[config.mk]
export PLATFORM = sky130hd
export DESIGN_NAME = range_scan_response_decoder
export DESIGN_NICKNAME = d
export VERILOG_FILES = /design/src/design/rsrd_pkg.sv /design/src/design/rsrd_frame_dec.sv /design/src/design/range_scan_response_decoder.sv
export SDC_FILE = /design/constraint.sdc
export NUM_CORES = 1
export LEC_CHECK = 0
export ABC_AREA = 0
export BUFFER_PORTS_ARGS = -buffer_cell sky130_fd_sc_hd__clkbuf_2
export CAP_MARGIN = 20
export CORE_AREA = 2 2 109 111
export DETAILED_ROUTE_END_ITERATION = 10
export DIE_AREA = 0 0 111 113
export HOLD_SLACK_MARGIN = 0.15
export PLACE_DENSITY = 0.85
export SYNTH_ARGS = -nofsm -noshare
export SYNTH_HDL_FRONTEND = slang
export SYNTH_SLANG_ARGS = --single-unit
[constraint.sdc]
create_clock -name clk -period 5.4 [get_ports clk]
set_input_delay 0.54 -clock clk [delete_from_list [all_inputs] [get_ports clk]]
set_output_delay 0.54 -clock clk [all_outputs]
set_load 0.05 [all_outputs]
[src/design/rsrd_pkg.sv]
// Shared types and constants for the range scan response decoder.
// No dependencies; imported by rsrd_frame_dec and range_scan_response_decoder.
package rsrd_pkg;

  localparam logic [7:0] CHAR_LF   = 8'd10;
  localparam logic [7:0] CHAR_ZERO = 8'h30;
  localparam logic [7:0] CHAR_NINE = 8'h39;

  // response_mode register codes
  localparam logic [1:0] MODE_SINGLE = 2'd0;
  localparam logic [1:0] MODE_CONT   = 2'd1;
  localparam logic [1:0] MODE_PAIRS  = 2'd2;

  typedef enum logic [1:0] {
    KIND_STATUS    = 2'd0,
    KIND_TIMESTAMP = 2'd1,
    KIND_SAMPLE    = 2'd2,
    KIND_FRAME_END = 2'd3
  } rsrd_kind_t;

  typedef enum logic [1:0] {
    STAT_DATA  = 2'd0,
    STAT_ACK   = 2'd1,
    STAT_ERROR = 2'd2
  } rsrd_status_t;

  typedef struct packed {
    logic         valid;
    rsrd_kind_t   kind;
    rsrd_status_t code;
    logic [23:0]  stamp;
    logic [17:0]  distance;
    logic [17:0]  strength;
  } rsrd_result_t;

endpackage

[src/design/rsrd_frame_dec.sv]
// Line tracker and character decoder: turns one accepted response byte into
// at most one result request. Depends on rsrd_pkg.
module rsrd_frame_dec import rsrd_pkg::*; #(
  parameter int CHARS_PER_VALUE = 3,
  parameter int STAMP_CHARS     = 4
) (
  input  logic         clk,
  input  logic         rst_n,
  input  logic [1:0]   mode,
  input  logic         byte_valid,
  input  logic [7:0]   rx_byte,
  output rsrd_result_t res
);

  localparam int VAL_W = 6 * CHARS_PER_VALUE;
  localparam int ACC_W = 2 * VAL_W;
  localparam int CC_W  = $clog2(2 * CHARS_PER_VALUE + 1);
  localparam int SC_W  = $clog2(STAMP_CHARS + 1);

  localparam logic [CC_W-1:0] GROUP_ONE = CC_W'(CHARS_PER_VALUE);
  localparam logic [CC_W-1:0] GROUP_TWO = CC_W'(2 * CHARS_PER_VALUE);
  localparam logic [SC_W-1:0] STAMP_MAX = SC_W'(STAMP_CHARS);

  localparam logic [1:0] LINE_ECHO   = 2'd0;
  localparam logic [1:0] LINE_STATUS = 2'd1;
  localparam logic [1:0] LINE_STAMP  = 2'd2;
  localparam logic [1:0] LINE_DATA   = 2'd3;

  logic [1:0]       line_r,       line_nxt;
  logic             line_empty_r, line_empty_nxt;
  logic [7:0]       held_r,       held_nxt;
  logic             held_vld_r,   held_vld_nxt;
  logic [1:0]       stat_ok_r,    stat_ok_nxt;
  logic [1:0]       stat_cnt_r,   stat_cnt_nxt;
  logic             ignore_r,     ignore_nxt;
  logic [ACC_W-1:0] acc_r,        acc_nxt;
  logic [CC_W-1:0]  cnt_r,        cnt_nxt;
  logic [23:0]      stamp_r,      stamp_nxt;
  logic [SC_W-1:0]  stamp_cnt_r,  stamp_cnt_nxt;

  logic             is_lf;
  logic             pairs;
  logic [7:0]       held_off, byte_off;
  logic [ACC_W-1:0] acc_shift;
  logic [47:0]      acc_ext;
  logic [47:0]      acc_hi;
  logic [23:0]      acc_lo;
  logic [CC_W-1:0]  cnt_inc;
  logic [CC_W-1:0]  group;
  logic             is00, is99;
  rsrd_status_t     code;

  assign is_lf     = (rx_byte == CHAR_LF);
  assign pairs     = (mode == MODE_PAIRS);
  assign group     = pairs ? GROUP_TWO : GROUP_ONE;
  assign held_off  = held_r - CHAR_ZERO;
  assign byte_off  = rx_byte - CHAR_ZERO;
  assign acc_shift = {acc_r[ACC_W-7:0], held_off[5:0]};
  assign acc_ext   = 48'(acc_shift);
  assign acc_hi    = acc_ext >> VAL_W;
  assign acc_lo    = 24'(acc_shift[VAL_W-1:0]);
  assign cnt_inc   = cnt_r + 1'b1;

  assign is00 = (stat_cnt_r == 2'd2) && !stat_ok_r[0];
  assign is99 = (stat_cnt_r == 2'd2) && !stat_ok_r[1];

  always_comb begin
    if (mode == MODE_SINGLE) begin
      code = is00 ? STAT_DATA : STAT_ERROR;
    end else begin
      code = is00 ? STAT_ACK : (is99 ? STAT_DATA : STAT_ERROR);
    end
  end

  always_comb begin
    line_nxt       = line_r;
    line_empty_nxt = line_empty_r;
    held_nxt       = held_r;
    held_vld_nxt   = held_vld_r;
    stat_ok_nxt    = stat_ok_r;
    stat_cnt_nxt   = stat_cnt_r;
    ignore_nxt     = ignore_r;
    acc_nxt        = acc_r;
    cnt_nxt        = cnt_r;
    stamp_nxt      = stamp_r;
    stamp_cnt_nxt  = stamp_cnt_r;
    res            = '0;

    if (byte_valid) begin
      if (is_lf) begin
        if (line_empty_r) begin
          // empty line: close the frame and drop any partial group
          line_nxt       = LINE_ECHO;
          line_empty_nxt = 1'b1;
          held_nxt       = '0;
          held_vld_nxt   = 1'b0;
          stat_ok_nxt    = '0;
          stat_cnt_nxt   = '0;
          ignore_nxt     = 1'b0;
          acc_nxt        = '0;
          cnt_nxt        = '0;
          stamp_nxt      = '0;
          stamp_cnt_nxt  = '0;
          res.valid      = 1'b1;
          res.kind       = KIND_FRAME_END;
        end else begin
          if (line_r == LINE_STATUS) begin
            ignore_nxt = (code != STAT_DATA);
            res.valid  = 1'b1;
            res.kind   = KIND_STATUS;
            res.code   = code;
          end else if (line_r == LINE_STAMP && !ignore_r) begin
            res.valid = 1'b1;
            res.kind  = KIND_TIMESTAMP;
            res.stamp = stamp_r;
          end
          held_vld_nxt   = 1'b0;
          line_empty_nxt = 1'b1;
          if (line_r != LINE_DATA) begin
            line_nxt = line_r + 2'd1;
          end
        end
      end else begin
        line_empty_nxt = 1'b0;
        if (line_r == LINE_STATUS) begin
          if (stat_cnt_r != 2'd2) begin
            stat_ok_nxt[0] = stat_ok_r[0] | (rx_byte != CHAR_ZERO);
            stat_ok_nxt[1] = stat_ok_r[1] | (rx_byte != CHAR_NINE);
            stat_cnt_nxt   = stat_cnt_r + 2'd1;
          end
        end else if (line_r == LINE_STAMP) begin
          if (stamp_cnt_r < STAMP_MAX) begin
            stamp_nxt     = {stamp_r[17:0], byte_off[5:0]};
            stamp_cnt_nxt = stamp_cnt_r + 1'b1;
          end
        end else if (line_r == LINE_DATA && !ignore_r) begin
          // the last character of a line is its check character: hold one back
          if (held_vld_r) begin
            if (cnt_inc >= group) begin
              acc_nxt    = '0;
              cnt_nxt    = '0;
              res.valid  = 1'b1;
              res.kind   = KIND_SAMPLE;
              if (pairs) begin
                res.distance = acc_hi[17:0];
                res.strength = acc_lo[17:0];
              end else begin
                res.distance = acc_ext[17:0];
              end
            end else begin
              acc_nxt = acc_shift;
              cnt_nxt = cnt_inc;
            end
          end
          held_nxt     = rx_byte;
          held_vld_nxt = 1'b1;
        end
      end
    end
  end

  always_ff @(posedge clk) begin
    if (!rst_n) begin
      line_r       <= LINE_ECHO;
      line_empty_r <= 1'b1;
      held_r       <= '0;
      held_vld_r   <= 1'b0;
      stat_ok_r    <= '0;
      stat_cnt_r   <= '0;
      ignore_r     <= 1'b0;
      acc_r        <= '0;
      cnt_r        <= '0;
      stamp_r      <= '0;
      stamp_cnt_r  <= '0;
    end else begin
      line_r       <= line_nxt;
      line_empty_r <= line_empty_nxt;
      held_r       <= held_nxt;
      held_vld_r   <= held_vld_nxt;
      stat_ok_r    <= stat_ok_nxt;
      stat_cnt_r   <= stat_cnt_nxt;
      ignore_r     <= ignore_nxt;
      acc_r        <= acc_nxt;
      cnt_r        <= cnt_nxt;
      stamp_r      <= stamp_nxt;
      stamp_cnt_r  <= stamp_cnt_nxt;
    end
  end

  a_group_bound: assert property (@(posedge clk) disable iff (!rst_n)
    cnt_r < GROUP_TWO)
    else $error("value group count overran the pair size");

  a_status_cnt: assert property (@(posedge clk) disable iff (!rst_n)
    stat_cnt_r != 2'd3)
    else $error("status character count passed two");

  a_sample_line: assert property (@(posedge clk) disable iff (!rst_n)
    (res.valid && res.kind == KIND_SAMPLE) |-> (line_r == LINE_DATA && !ignore_r))
    else $error("sample request outside the data lines");

  a_frame_clear: assert property (@(posedge clk) disable iff (!rst_n)
    (byte_valid && is_lf && line_empty_r) |=>
      (line_r == LINE_ECHO && line_empty_r && cnt_r == '0 && !held_vld_r))
    else $error("frame state not cleared after empty line");

endmodule

[src/design/range_scan_response_decoder.sv]
// Top level of the range scan response decoder: mode register, frame decoder
// and output register. Depends on rsrd_pkg and rsrd_frame_dec.
//
//  channel  direction  tdata / data                          tuser
//  in_      slave      [7:0] rx_byte                         -
//  out_     master     status_code, timestamp, distance,     [1:0] result_kind
//                      strength (see port comments)
//  cfg_     write      [1:0] response_mode                   -
//
// One byte is taken per cycle while the output register is not stalled; its result
// appears in the output register the next cycle.
// in_tready stays high while the output register is empty or being drained;
// only a stalled, full output register holds off the input.
// Reset (rst_n low, synchronous) sets response_mode to continuous distance and
// starts a new frame.
module range_scan_response_decoder import rsrd_pkg::*; #(
  parameter int CHARS_PER_VALUE = 3,
  parameter int STAMP_CHARS     = 4
) (
  input  logic        clk,
  input  logic        rst_n,
  input  logic        in_tvalid,
  output logic        in_tready,
  input  logic [7:0]  in_tdata,    // [7:0] rx_byte
  output logic        out_tvalid,
  input  logic        out_tready,
  output logic [63:0] out_tdata,   // [1:0] status_code, [25:2] timestamp,
                                   // [43:26] distance, [61:44] strength, [63:62] zero
  output logic [1:0]  out_tuser,   // [1:0] result_kind
  input  logic        cfg_wr_en,
  input  logic [1:0]  cfg_wr_data  // [1:0] response_mode
);

  logic         mode_r;
  logic [1:0]   mode_val_r;
  logic         accept;
  rsrd_result_t res;
  logic         out_vld_r, out_vld_nxt;
  rsrd_result_t out_res_r;

  assign accept    = in_tvalid && in_tready;
  assign in_tready = !out_vld_r || out_tready;

  always_ff @(posedge clk) begin
    if (!rst_n) begin
      mode_val_r <= MODE_CONT;
      mode_r     <= 1'b0;
    end else if (cfg_wr_en) begin
      mode_val_r <= cfg_wr_data;
      mode_r     <= 1'b1;
    end
  end

  rsrd_frame_dec #(
    .CHARS_PER_VALUE (CHARS_PER_VALUE),
    .STAMP_CHARS     (STAMP_CHARS)
  ) u_frame_dec (
    .clk        (clk),
    .rst_n      (rst_n),
    .mode       (mode_val_r),
    .byte_valid (accept),
    .rx_byte    (in_tdata),
    .res        (res)
  );

  always_comb begin
    out_vld_nxt = out_vld_r;
    if (accept) begin
      out_vld_nxt = res.valid;
    end else if (out_tready) begin
      out_vld_nxt = 1'b0;
    end
  end

  always_ff @(posedge clk) begin
    if (!rst_n) begin
      out_vld_r <= 1'b0;
    end else begin
      out_vld_r <= out_vld_nxt;
    end
  end

  // load a new request only when a taken byte yields one; hold otherwise
  always_ff @(posedge clk) begin
    if (accept && res.valid) begin
      out_res_r <= res;
    end
  end

  assign out_tvalid = out_vld_r;
  assign out_tuser  = out_res_r.kind;
  assign out_tdata  = {2'b00, out_res_r.strength, out_res_r.distance,
                       out_res_r.stamp, out_res_r.code};

  a_mode_legal_after_reset: assert property (@(posedge clk) disable iff (!rst_n)
    !mode_r |-> (mode_val_r == MODE_CONT))
    else $error("mode changed without a configuration write");

  a_no_drop: assert property (@(posedge clk) disable iff (!rst_n)
    (out_vld_r && !out_tready) |-> !accept)
    else $error("byte taken while a stalled result is pending");

  a_load_shows: assert property (@(posedge clk) disable iff (!rst_n)
    (accept && res.valid) |=> (out_vld_r && out_tuser == $past(res.kind)))
    else $error("result request not presented on the output");

endmodule

; After elaboration in Yosys (flattened, before gate mapping)
; Cells that the tools add are included.
; W data, S select, Z words.
[word_totals]
register_bits = 142
latchBits = 0
ram_bits = 0
mem_bits_ro = 0
input_bits = 15
output_inout_bits = 68
word_cells = 156
n_memories = 0
[op_classes]
addsub = 6
mul = 0
n_div = 0
n_lt_le_gt_ge = 2
eq_ne = 13
shifts = 0
muxes = 74
bitwise_logic = 10
n_reduce_logical = 33
[op_table]
columns = op, count
row1 = $mux W36, 6
row2 = $mux W30, 7
row3 = $mux W24, 7
row4 = $mux W65, 1
row5 = $mux W3, 21
row6 = $mux W26, 2
row7 = $mux W18, 2
row8 = $mux W6, 5
row9 = $mux W2, 14
row10 = $reduce_bool A2 Y1, 10
row11 = $ne A8 B6 Y1 const B, 2
row12 = $sub A6 B6 Y6 const B, 2
row13 = $reduce_and A5 Y1, 2
row14 = $mux W1, 9
row15 = $eq A2 B2 Y1 const B, 4
row16 = $eq A8 B4 Y1 const B, 1
row17 = $not A1 Y1, 8
row18 = $reduce_and A4 Y1, 2
row19 = $reduce_or A8 Y1, 1
row20 = $reduce_or A7 Y1, 1
row21 = $add A3 B1 Y3 const B, 2
row22 = $logic_and A1 B1 Y1, 6
row23 = $ne A2 B1 Y1 const B, 3
row24 = $reduce_and A3 Y1, 2
row25 = other kinds (12), 18

; Depth between registers and ports, before layout
[logic_depth]
depth_word = 11
depth_mapped = 11
depth_no_buf = 7

; Modules after synthesis
; A second synthesis with hierarchy kept.
[unflattened]
hier_cells = 577
area_unflattened_um2 = 6214.7
[modules_own_cells]
columns = mod, n_inst, cells_per_inst, area_each_um2, seq_area_each_um2
row1 = rsrd_frame_dec, 1, 498, 4146.5, 1501.4
row2 = range_scan_response_decoder, 1, 79, 2068.2, 1981.9

; Worst setup path after synthesis
; OpenSTA, ideal clock, no wires.
[synth_timing]
kind = reg-to-reg
start = register mode_val_r[1]
end = register out_res_r, in the netlist out_tdata[0], enable pin
setup_ps = 486
arrival_ps = 4293
required_ps = 4914
path_slack_ps = 621
stages_incl_launch_ff = 10
path_buffers = 2
synth_period_minus_slack_ps = 4779
path_cell_list = dfxtp_1 -> nor2b_1 -> buf_2 -> inv_1 -> clkbuf_1 -> ha_1 -> nand2b_1 -> a31o_2 -> a31oi_1 -> nor2_1
[synth_between]
elab_chain_len = 11
[synth_rtl]
columns = element, line
row1 = "start, declared", range_scan_response_decoder.sv:35  ; logic [1:0] mode_val_r;
row2 = "start signal, assigned", range_scan_response_decoder.sv:49  ; mode_val_r <= cfg_wr_data;
row3 = $eq A2 B2 Y1, rsrd_frame_dec.sv:54  ; assign pairs = (mode == MODE_PAIRS);
row4 = $mux W3, rsrd_frame_dec.sv:55  ; assign group = pairs ? GROUP_TWO : GROUP_ONE;
row5 = $ge A3 B3 Y1, rsrd_frame_dec.sv:139  ; if (cnt_inc >= group) begin
row6 = $mux W3, rsrd_frame_dec.sv:139
row7 = $mux W3, rsrd_frame_dec.sv:138  ; if (held_vld_r) begin
row8 = $mux W3, rsrd_frame_dec.sv:136  ; end else if (line_r == LINE_DATA && !ignore_r) begin
row9 = $mux W3, rsrd_frame_dec.sv:131  ; end else if (line_r == LINE_STAMP) begin
row10 = $mux W3, rsrd_frame_dec.sv:125  ; if (line_r == LINE_STATUS) begin
row11 = $mux W3, rsrd_frame_dec.sv:90  ; if (is_lf) begin
row12 = $mux W65, rsrd_frame_dec.sv:89  ; if (byte_valid) begin
row13 = $logic_and A1 B1 Y1, range_scan_response_decoder.sv:85  ; if (accept && res.valid) begin
row14 = "end signal, assigned", range_scan_response_decoder.sv:86  ; out_res_r <= res;
row15 = "end, declared", range_scan_response_decoder.sv:39  ; rsrd_result_t out_res_r;
; No other way between the ends.
; A chain may end at the register's enable or synchronous reset.

; Worst setup path after layout
[layout_timing]
start = register mode_val_r[1]
end = register out_res_r, in the netlist out_tdata[43] (data pin)
[layout_between]
elab_chain_len = 5
word_cells_on_any_way = 6
cone_classes = order compare (1) / eq/ne (1) / mux (2) / bitwise (1) / reduce/logical (1)
[layout_rtl]
columns = element, line
row1 = $eq A2 B2 Y1 *, rsrd_frame_dec.sv:54
row2 = $mux W3, rsrd_frame_dec.sv:55
row3 = $ge A3 B3 Y1, rsrd_frame_dec.sv:139
row4 = $not A1 Y1 (no source line), -
row5 = $reduce_or A7 Y1 (no source line), -
; Every way passes the cells marked *; elsewhere a longest branch is shown, timed or not.

==> flow_summary_export.csv <==
group,metric,value,unit
outcome,status,"finished, final reports clean",
worst_setup_path,cp_max_fo,20,
layout,drive_gt1_share,21.7,%
worst_setup_path,startpoint_type,"flip-flop",
worst_setup_path,path_buf_inv,3,
timing,period_share,57.0,%
worst_setup_path,critical_path_depth,9,
layout,finish.utilization,65.7,%
routing,via_per_inst,5.71,
routing,drcViolationCount,0,
run,max_cap_viol_count,0,
yosys,synth_edf_count,64,
yosys,ys.flop_type,"dfxtp_1",
yosys,synth-seq-cells,142,
worst_setup_path,slowest_delay,0.75,ns
yosys,syn_inst,585,
worst_setup_path,critPathCaptureType,"flip-flop",
pwr,power.leakage,2.79,nW
worst_setup_path,reg2reg_depth,9,
clock_network,clock_latency,0.42,ns
place,place_area,0.00675,mm²
timing,maxSlewViolCount,0,
floorplanning,rows,39,
global_route,grt_pass1_vias,4702,
layout,nNetsFinal,682,
routing,firstDrtPassIters,5,
pwr,total_power,2.46,mW
floorplanning,io_pins,83,
yosys,synth_top_area_share,30.6,%
place,gp_congestion,0.845,
worst_setup_path,cp_top_family,"simple AND/OR/NAND/NOR gates",
clock_network,cts_setup_buffers,0,
timing,max_freq,0.325,GHz
global_route,grt_max_degree,76,
place,pre_cts_slack,2.38,ns
floorplanning,start_util,55.8,%
worst_setup_path,worst_ep_arrival_time,3.19,ns
timing,setup_ws,2.32,ns
layout,n_antenna_cell,0,
yosys,syn_area_per_cell,10.7,µm²
worst_setup_path,timing.rr.end,"out_tdata[43]$_SDFFCE_PP0P_",
clock_network,cts_tree,"done",
clock_network,clock_path_buffers,2,
layout,layout_common_cells,"nand2_1, clkbuf_2, dfxtp_1",
worst_setup_path,crit-reg2reg-launch,"mode_val_r[1]$_SDFFE_PN0P_",
place,portBuffers,80,
global_route,grt_pass1_wl,23.7,mm
clock_network,clock_tree.root_cell,"clkbuf_16",
layout,area_growth,17.9,%
yosys,yosysTopAreaCell,"edfxtp_1",
worst_setup_path,crit_top_cell,"buf_4",
yosys,seq_area_frac_synth,55.4,%
layout,final_common_cell,"nand2_1",
yosys,async_flop_share,0,%
yosys,synth_compound_area_share,7.40,%
worst_setup_path,crit_end,"out_tdata[43]$_SDFFCE_PP0P_",
pwr,peakVddDrop,0.285,mV
routing,drt_iter0_drc,357,
clock_network,htreeDepth,4,
yosys,synth-adder-area-share,1.99,%
yosys,yosys-top-cells-area,"edfxtp_1, dfxtp_1, mux2i_1",
routing,vias,4635,
timing,slew-limit-headroom,39.8,%
worst_setup_path,crit_slowest_cell,"or3_1",
global_route,antenna_found_initial,0,
clock_network,numCtsBuffers,17,
clock_network,ctsHoldBuffers,0,
layout,final_area,0.00741,mm²
worst_hold_path,hold_path_class,"input pin to flip-flop",
floorplanning,dieHeight,113,µm
yosys,yosysWarnings,0,
routing,postRouteAntennaNets,0,
clock_network,cts.sinks,142,
floorplanning,fp.dieW,111,µm
clock_network,clk_pin_slew_worst_paths,0.06,ns
routing,routed_wirelength,14.1,mm
worst_setup_path,required,5.51,ns
floorplanning,die_area,0.0125,mm²
yosys,synth-xor-area-share,0.418,%
yosys,syn_area,0.00629,mm²
timing,tightest_slew,0.902,ns
worst_setup_path,r2r_slack,2.32,ns
global_route,globalRouteOverflowTotal,0,
timing,fin_skew,0.00689,ns
timing,rsz0062_at_grt,"false",
worst_setup_path,cp_cell_sequence,"nor2b_1 -> buf_4 -> inv_1 -> ha_1 -> nand2b_1 -> a31oi_2 -> buf_4 -> or3_1 -> a21oi_1",
worst_setup_path,path_class,"flip-flop to flip-flop",
timing,setup_viol,0,
floorplanning,core_area,0.0113,mm²
worst_setup_path,setup.worst_path.start,"mode_val_r[1]$_SDFFE_PN0P_",
clock_network,cts_resized,0,
pwr,p_per_area,332,mW/mm²
global_route,grt_use_total,23.9,%
timing,hold_viol_final,0,
yosys,yosys.area_share.simple,20.3,%
timing,fin_crit,3.08,ns
yosys,synth_top_family_by_area,"simple AND/OR/NAND/NOR gates",
yosys,synth.distinct_cells,59,
place,dpl.hpwl,8.96,mm
routing,wl_per_cell,17.4,µm
yosys,muxShareOfSynthArea,10.2,%
timing,tns,0,ns
-- synthesized netlist by cell type (2+ instances only) --
library cell and number:
a211oi_1 6, a21o_1 2, a21oi_1 11, a21oi_2 10, and2_1 42, buf_1 3
buf_2 6, buf_4 4, buf_6 7, clkbuf_1 18, dfxtp_1 78, edfxtp_1 64
ha_1 10, inv_1 12, mux2i_1 64, nand2_1 134, nand2b_1 4, nand3_1 32
nand3b_1 5, nand4_1 2, nor2_1 10, nor2b_1 4, nor3_2 2, nor3_4 2
o2111ai_1 2, o211ai_1 4, o211ai_2 2, o21a_1 2, o21ai_0 6, o32ai_1 3
or3_1 5, xnor2_1 2
-- tightest hold or removal path, stage by stage --
cell,delay [ns]
clkbuf_2,0.07
mux2i_1,0.06
nand2_1,0.06
-- sequential cells by signal, indices dropped and copies added (netlist names) --
signal                    count
u_frame_dec.line_empty_r      1
u_frame_dec.stat_ok_r         2
mode_val_r                    2
u_frame_dec.stamp_cnt_r       3
u_frame_dec.held_r            6
u_frame_dec.ignore_r          1
out_tdata                    62
u_frame_dec.stamp_r          24
out_tuser                     2
u_frame_dec.acc_r            30
u_frame_dec.held_vld_r        1
u_frame_dec.cnt_r             3
u_frame_dec.line_r            2
out_tvalid                    1
u_frame_dec.stat_cnt_r        2
-- through the flow --
stage          hold slack [ns]  instances
6_report                 0.343        812
5_1_grt                  0.376        812
4_1_cts                  0.336        811
3_5_place_dp             0.448        780
3_3_place_gp             0.442        780
2_1_floorplan            0.433        586
-- worst min path at each step --
stage          depth (start not counted)  slack (ns)                            startpoint                              endpoint
2_1_floorplan                          2        0.43  u_frame_dec.stamp_r[18]$_SDFFE_PN0P_  u_frame_dec.stamp_r[18]$_SDFFE_PN0P_
3_3_place_gp                           2        0.44    u_frame_dec.acc_r[24]$_SDFFE_PN0P_    u_frame_dec.acc_r[24]$_SDFFE_PN0P_
3_5_place_dp                           2        0.45  u_frame_dec.stamp_r[18]$_SDFFE_PN0P_  u_frame_dec.stamp_r[18]$_SDFFE_PN0P_
4_1_cts                                3        0.34                        cfg_wr_data[0]            mode_val_r[0]$_SDFFE_PN1P_
5_1_grt                                3        0.38                        cfg_wr_data[0]            mode_val_r[0]$_SDFFE_PN1P_
6_report                               3        0.34                        cfg_wr_data[0]            mode_val_r[0]$_SDFFE_PN1P_
-- where the power goes --
part / leakage [nW] / switching [mW] / internal, mW
Sequential: 1.23 / 0.00208 / 1.12
Combinational: 1.25 / 0.0415 / 0.0124
Clock: 0.309 / 0.430 / 0.857
Total: 2.79 / 0.474 / 1.99
-- layer usage --
layer | vias to the layer above | GRT usage (%) | share of wire (%)
li1 | 2174 | - | -
met1 | 2236 | 29.3 | 41
met2 | 189 | 40.6 | 50
met3 | 36 | 6.11 | 6.8
met4 | 0 | 10.3 | 2.7
met5 | - | 0 | 0
-- cell type report --
| cell class | instances | area (µm²) |
|---|---|---|
| repair buffers | 90 | 492 |
| clock buffers | 18 | 429 |
| well taps | 143 | 179 |
| multi-input cells | 393 | 2560 |
| clock inverters | 13 | 220 |
| inverters | 13 | 48.8 |
| fillers | 792 | 3860 |
| flip-flops and latches | 142 | 3480 |
-- cell families (layout without fill, tap and decap cells) --
kind of cell             Yosys count  in the layout
XOR/XNOR                           3              3
flip-flops                       142            142
adder cells (fa/ha/maj)           10             10
AO/OA/AOI/OAI                     61             61
multiplexers                      64             64
other                              1              2
buffers and inverters             51            134
AND/OR/NAND/NOR                  253            253
Power figures use the tool's default switching activity.
